## src/ggnh_pkg.sv

```systemverilog
// Shared package for the greedy geographic next-hop core.
// Holds field widths, default parameters, status codes and controller/datapath structs.
// No dependencies.
package ggnh_pkg;

    localparam int DEF_TABLE_DEPTH = 64;
    localparam int DEF_COORD_WIDTH = 20;
    localparam int ID_WIDTH        = 32;
    localparam int STATUS_WIDTH    = 3;

    localparam logic CMD_UPDATE = 1'b0;
    localparam logic CMD_QUERY  = 1'b1;

    localparam logic [STATUS_WIDTH-1:0] ST_INSERTED = 3'd0;
    localparam logic [STATUS_WIDTH-1:0] ST_UPDATED  = 3'd1;
    localparam logic [STATUS_WIDTH-1:0] ST_FULL     = 3'd2;
    localparam logic [STATUS_WIDTH-1:0] ST_BAD_ID   = 3'd3;
    localparam logic [STATUS_WIDTH-1:0] ST_GREEDY   = 3'd4;
    localparam logic [STATUS_WIDTH-1:0] ST_FALLBACK = 3'd5;

    // controller -> datapath
    typedef struct packed {
        logic load;    // input transfer, latch the item
        logic issue;   // a scan slot is presented this cycle
        logic self;    // the slot is the own-position slot of a query
        logic finish;  // produce the result (and table write for updates)
    } t_ctl_cmd;

    // datapath -> controller
    typedef struct packed {
        logic busy;      // scan pipeline still holds slots
        logic out_free;  // output register can take a result this cycle
        logic insert;    // the pending update claims a new table slot
    } t_dp_status;

endpackage

```

## src/ggnh_ctrl.sv

```systemverilog
// Controller for the next-hop core: input handshake, table scan sequencing, fill count.
// Depends on ggnh_pkg.
module ggnh_ctrl #(
    parameter int TABLE_DEPTH = ggnh_pkg::DEF_TABLE_DEPTH,
    parameter int AW          = $clog2(TABLE_DEPTH),
    parameter int CNTW        = $clog2(TABLE_DEPTH + 1)
) (
    input  logic                   i_clk,
    input  logic                   i_rst_n,
    input  logic                   i_in_valid,
    input  logic                   i_in_query,
    input  logic                   i_in_id_zero,
    output logic                   o_in_ready,
    output ggnh_pkg::t_ctl_cmd     o_cmd,
    output logic [AW-1:0]          o_addr,
    output logic [CNTW-1:0]        o_count,
    input  ggnh_pkg::t_dp_status   i_status
);
    import ggnh_pkg::*;

    typedef enum logic [1:0] {S_IDLE, S_SCAN, S_DRAIN, S_FINISH} t_state;

    t_state          r_state;
    logic            r_ready;
    logic            r_issue;
    logic            r_self;
    logic [AW-1:0]   r_addr;
    logic [CNTW-1:0] r_count;
    logic            w_accept;
    logic            w_last;

    assign w_accept = i_in_valid && r_ready;
    // valid entries always form a prefix of the table, so the fill count bounds the scan
    assign w_last   = r_self ? (r_count == '0) : ((CNTW'(r_addr) + CNTW'(1)) == r_count);

    always_ff @(posedge i_clk) begin
        if (!i_rst_n) begin
            r_state <= S_IDLE;
            r_ready <= 1'b1;
            r_issue <= 1'b0;
            r_self  <= 1'b0;
            r_addr  <= '0;
            r_count <= '0;
        end else begin
            unique case (r_state)
                S_IDLE: begin
                    if (w_accept) begin
                        r_ready <= 1'b0;
                        if ((i_in_query == CMD_UPDATE) && (i_in_id_zero || r_count == '0)) begin
                            r_state <= S_FINISH;
                        end else begin
                            r_state <= S_SCAN;
                            r_issue <= 1'b1;
                            r_self  <= i_in_query;
                            r_addr  <= '0;
                        end
                    end
                end
                S_SCAN: begin
                    if (w_last) begin
                        r_issue <= 1'b0;
                        r_self  <= 1'b0;
                        r_state <= S_DRAIN;
                    end else if (r_self) begin
                        r_self <= 1'b0;
                    end else begin
                        r_addr <= r_addr + AW'(1);
                    end
                end
                S_DRAIN: begin
                    if (!i_status.busy) begin
                        r_state <= S_FINISH;
                    end
                end
                S_FINISH: begin
                    if (i_status.out_free) begin
                        r_state <= S_IDLE;
                        r_ready <= 1'b1;
                        if (i_status.insert) begin
                            r_count <= r_count + CNTW'(1);
                        end
                    end
                end
                default: r_state <= S_IDLE;
            endcase
        end
    end

    assign o_in_ready    = r_ready;
    assign o_addr        = r_addr;
    assign o_count       = r_count;
    assign o_cmd.load    = w_accept;
    assign o_cmd.issue   = r_issue;
    assign o_cmd.self    = r_self;
    assign o_cmd.finish  = (r_state == S_FINISH) && i_status.out_free;
endmodule

```

## config.mk

```make
export PLATFORM = sky130hd
export DESIGN_NAME = ggnh_ctrl
export DESIGN_NICKNAME = d
export VERILOG_FILES = /design/src/ggnh_pkg.sv /design/src/ggnh_ctrl.sv
export SDC_FILE = /design/constraint.sdc
export NUM_CORES = 1
export LEC_CHECK = 0
export BUFFER_PORTS_ARGS = -buffer_cell sky130_fd_sc_hd__buf_4
export CORE_AREA = 2 2 51 53
export DETAILED_ROUTE_END_ITERATION = 16
export DIE_AREA = 0 0 53 55
export MAX_ROUTING_LAYER = met4
export PLACE_DENSITY = 0.76
export SYNTH_ARGS = -nofsm -noshare
export SYNTH_HDL_FRONTEND = slang
export SYNTH_SLANG_ARGS = --single-unit
```

## constraint.sdc

```tcl
create_clock -name i_clk -period 3.4 [get_ports i_clk]
set_input_delay 0.17 -clock i_clk [delete_from_list [all_inputs] [get_ports i_clk]]
set_output_delay 0.17 -clock i_clk [all_outputs]
set_load 0.005 [all_outputs]
```

# After elaboration in Yosys (flattened, before gate mapping)

Cells that the tools add are included.

Output and inout port bits: 18
Register bits after elaboration: 18
Input bits: 8

Add/subtract/negate cells: 3
Reduce and logical (&&, ||, !) cells: 14
Equal/unequal tests: 11
Mux-type cells: 22
Bitwise logic cells: 1

Operator list:

| kind                  | count |
|---|---|
| $mux W6               | 4 |
| $ne A2 B2 Y1 const B  | 7 |
| $pmux W6 S2           | 1 |
| $mux W2               | 5 |
| $reduce_and A3 Y1     | 3 |
| $mux W1               | 8 |
| $pmux W2 S4           | 1 |
| $reduce_and A4 Y1     | 2 |
| $add A6 B1 Y7 const B | 1 |
| $add A7 B1 Y7 const B | 1 |
| $eq A7 B7 Y1          | 1 |
| $logic_not A7 Y1      | 1 |
| $add A6 B1 Y6 const B | 1 |
| $pmux W1 S2           | 3 |
| $reduce_and A5 Y1     | 1 |
| $eq A2 B2 Y1 const B  | 2 |
| $reduce_bool A2 Y1    | 2 |
| $logic_and A1 B1 Y1   | 3 |
| $eq A2 B1 Y1 const B  | 1 |
| $logic_not A2 Y1      | 1 |
| $logic_or A1 B1 Y1    | 1 |
| $not A1 Y1            | 1 |

# Depth between registers and ports, before layout

Word-level depth: 6
Depth in mapped cells: 8
Depth with buffers taken out: 8

# Worst setup path after synthesis

OpenSTA, ideal clock, no wires.

Path kind: register to register
Start point: reg r_addr[0] (netlist: o_addr[0])
End point: reg r_state[0]
Period minus slack after synthesis: 2241 ps
Path buffers: 0
Required time: 3325 ps
Slack: 1159 ps
Cell stages (with the launch flop): 8
Data arrival time: 2166 ps
Library setup time: 75 ps
Cells stage by stage: dfxtp_1 ha_1 xor2_1 a311oi_1 o2111ai_1 or4_4 or3_1 a31oi_1

Word-level cells in the longest chain between the ends: 5

RTL lines:

| element                            | RTL line        | text |
|---|---|---|
| start: declaration                 | ggnh_ctrl.sv:27 | `logic [AW-1:0] r_addr;` |
| start signal: assignment           | ggnh_ctrl.sv:67 | `r_addr <= r_addr + AW'(1);` |
| $add A6 B1 Y7                      | ggnh_ctrl.sv:34 | `assign w_last = r_self ? (r_count == '0) : ((CNTW'(r_addr) + CNTW'(1)) == r_count);` |
| $eq A7 B7 Y1                       | ggnh_ctrl.sv:34 |  |
| $mux W1                            | ggnh_ctrl.sv:34 |  |
| $ne A2 B2 Y1 (no source line)      | n/a             |  |
| $reduce_and A4 Y1 (no source line) | n/a             |  |
| end signal: assignment             | ggnh_ctrl.sv:38 | `r_state <= S_IDLE;` |
| end signal: assignment             | ggnh_ctrl.sv:50 | `r_state <= S_FINISH;` |
| end signal: assignment             | ggnh_ctrl.sv:52 | `r_state <= S_SCAN;` |
| end: declaration                   | ggnh_ctrl.sv:23 | `t_state r_state;` |

No other way between the ends.
A chain may end at the register's enable or synchronous reset.

# Final worst setup path

Start point: reg r_addr[0] (netlist: o_addr[0])
End point: reg r_addr[2] (netlist: o_addr[2])

Word-level cells in the longest chain between the ends: 5
Elaborated cells on any way between the ends: 9
Classes of those cells: 2 x add/sub; 2 x eq/ne; 4 x mux; 1 x reduce/logical

RTL lines:

| element                            | RTL line |
|---|---|
| $add A6 B1 Y7                      | ggnh_ctrl.sv:34 |
| $eq A7 B7 Y1                       | ggnh_ctrl.sv:34 |
| $mux W1                            | ggnh_ctrl.sv:34 |
| $ne A2 B2 Y1 (no source line)      | n/a |
| $reduce_and A5 Y1 (no source line) | n/a |

Several ways; a longest one is shown, not always the timed one. The select of a mux whose other input is x is not followed.

==> metrics.yaml <==
period_needed_ns: 2.589
critPathMaxFanout: 6
grt_pass1_vias: 1017
hold_viol: 0
cts_buffer_depth: 2
htreeDepth: 1
synth_edf_count: 0
fillerInstances: 209
instances_no_fill: 196
portBuffers: 25
wl_per_cell_um: 13.52
synth.net_count: 160
overflow: 0
sw_frac_of_total_pct: 37.69
max_stage_delay_ns: 0.52
crit_slowest_cell: "o31ai_1"
nNetsFinal: 183
syn_inst: 144
crit_required_ns: 3.59
final_cell_mix: "25 x buf_4, 18 x dfxtp_1, 13 x inv_1"
finalSetupTns_ns: 0
root_buffer: "clkbuf_4"
die_w_um: 53
grt_pass1_wl_um: 4367
r2r_slack_ns: 0.81
cp-end-kind: "register"
cts.sinks: 18
cts_tree: "built"
period_share_pct: 76.14
final_common_cell: "buf_4"
drv_slew: 0
worstPathCellList: "ha_1 -> nand3_1 -> a311oi_1 -> o2111ai_1 -> o31ai_1 -> nor2_1 -> a221o_1"
yosys_warnings: 0
area_growth_pct: 18.26
path_depth: 7
antenna_left: 0
io-pin-count: 26
reg2regPathDepth: 7
first_pass_iters: 4
insertedDiodeCount: 0
slew_headroom_pct: 62.27
synth_cell_types: 45
status: "completed"
synthArstFlopShare_pct: 0
dp_hpwl_um: 1955
rsz0062_at_grt: "no"
tightestPinTransition_ns: 0.5612
p_int_w: 0.0004287
cts_resized: 0
syn_area_per_cell_um2: 8.376
num_rows: 18
antenna_found_initial: 0
cts_setup_buffers: 0
p_leak_nw: 0.6306
place_congestion: 0.8576
core_um2: 2365
synthesis.area_um2: 1206
cp-start-kind: "register"
worst_skew_pair.late_latency_ns: 0.30
worstSetupPathType: "reg2reg"
path_delay_family: "compound AO/OA/AOI/OAI gates"
grt_max_degree: 12
dominantRegCellSynth: "dfxtp_1"
die_h_um: 55
route.detailed.drc: 0
clock_skew_ns: 0.005315
drt-total-wl_um: 2650
vias_per_cell: 5.786
power_frac_seq_pct: 39.1
power.density_nw_per_um2: 482.4
grt_usage_pct: 20.61
fmax_ghz: 0.3863
hold_path_depth: 2
pwr-share-clk_pct: 19.8
hold_buffers: 0
num_vias: 1134
setup_violations: 0
hold_class: "in2reg"
die_area_um2: 2915
synth-seq-cells: 18
peakVddDrop_uv: 357.8
crit_buf_inv: 0
path_clk_slew_ns: 0.10
p_switching_w: 0.0002593
cap_viol_max_count: 0
arrival_ns: 2.78
synth.yosys.seq_area_share_pct: 29.88
drive_gt1_share_pct: 23.49
cts_made_buffers: 3
dp_cells: 192
power.total_w: 0.0006881
power_frac_comb_pct: 41.1
start_util_pct: 51.01
initialDrtViolationCount: 51
-- power groups by stage --
stage / logic (W) / clock network (W) / registers (W)
2_1_floorplan: 0.000219 / 0 / 0.000266
3_3_place_gp: 0.000271 / 0 / 0.000271
5_1_grt: 0.000314 / 0.000150 / 0.000273
4_1_cts: 0.000281 / 0.000140 / 0.000268
3_5_place_dp: 0.000278 / 0 / 0.000273
6_report: 0.000283 / 0.000136 / 0.000269
-- kinds of logic (layout without fill, tap and decap cells) --
kind of cell    Yosys count  count (layout)  synth area share (%)
simple gates             47              47                 20.33
buf+inv                  20              42                 7.469
xor+xnor                 13              13                 10.89
fa+ha+maj                 8               8                 8.299
flops                    18              18                 29.88
mux                       2               2                 1.763
compound gates           36              36                 21.37
-- state kept, by name (all words and copies together), names as in the netlist --
| name | count |
|---|---|
| r_issue | 1 |
| o_addr | 6 |
| r_state | 2 |
| r_self | 1 |
| o_count | 7 |
| o_in_ready | 1 |
-- metrics by stage --
step                hold WS (ns)  worst slack, ns  area, µm²  util, %
floorplan                 0.2462            1.159       1206        -
global placement          0.3909            1.017       1390    58.78
detailed placement        0.4034           0.8677       1390    58.78
CTS                      0.07744           0.8188       1426    60.32
global route             0.07455           0.6701       1426    60.32
finish                   0.08326           0.8113       1426    60.32
-- layout make-up --
class	instances	area [µm²]	area share, %
multi-input cells	106	755.7	52.98
flip-flops and latches	18	360.3	25.26
repair buffers	25	187.7	13.16
inverters	13	48.80	3.421
well taps	30	37.54	2.632
clock buffers	4	36.28	2.544
-- layer usage --
metal | part of all wire, % | track usage, % | vias to the layer above | wire (µm)
li1 | - | - | 554 | -
met5 | 0 | - | - | 0
met4 | 1.2 | 9.829 | 0 | 33
met1 | 46 | 24.55 | 542 | 1226
met2 | 49 | 33.75 | 32 | 1296
met3 | 3.5 | 4.032 | 6 | 93
-- worst paths after layout --
kind,from,to
setup reg to reg,o_addr[0]$_SDFFE_PN0P_,o_addr[2]$_SDFFE_PN0P_
hold reg to reg,r_issue$_SDFFE_PN0P_,r_issue$_SDFFE_PN0P_
hold / removal,i_rst_n,o_in_ready$_SDFFE_PN1P_
setup / recovery,o_addr[0]$_SDFFE_PN0P_,o_addr[2]$_SDFFE_PN0P_
-- Yosys cell counts, drive strengths merged, types with 2 or more instances --
| cell | n | area share (%) |
|---|---|---|
| a221o | 2 | 1.7 |
| ha | 8 | 8.3 |
| a21oi | 8 | 3.3 |
| a21o | 2 | 1.3 |
| clkbuf | 3 | 0.93 |
| xor2 | 8 | 5.8 |
| nor2 | 12 | 3.7 |
| nor3 | 3 | 1.2 |
| buf | 4 | 2.5 |
| xnor2 | 4 | 2.9 |
| inv | 13 | 4.0 |
| or4 | 2 | 1.6 |
| a22o | 2 | 1.6 |
| dfxtp | 18 | 30 |
| and3 | 3 | 1.6 |
| o21ai | 7 | 2.9 |
| nand4 | 5 | 2.6 |
| or3 | 2 | 1.1 |
| a31oi | 3 | 1.6 |
| nand3 | 5 | 2.1 |
| nand2 | 9 | 2.8 |
| o211ai | 2 | 1.7 |
| nand2b | 2 | 1.0 |
(Power assumes the default switching activity.)
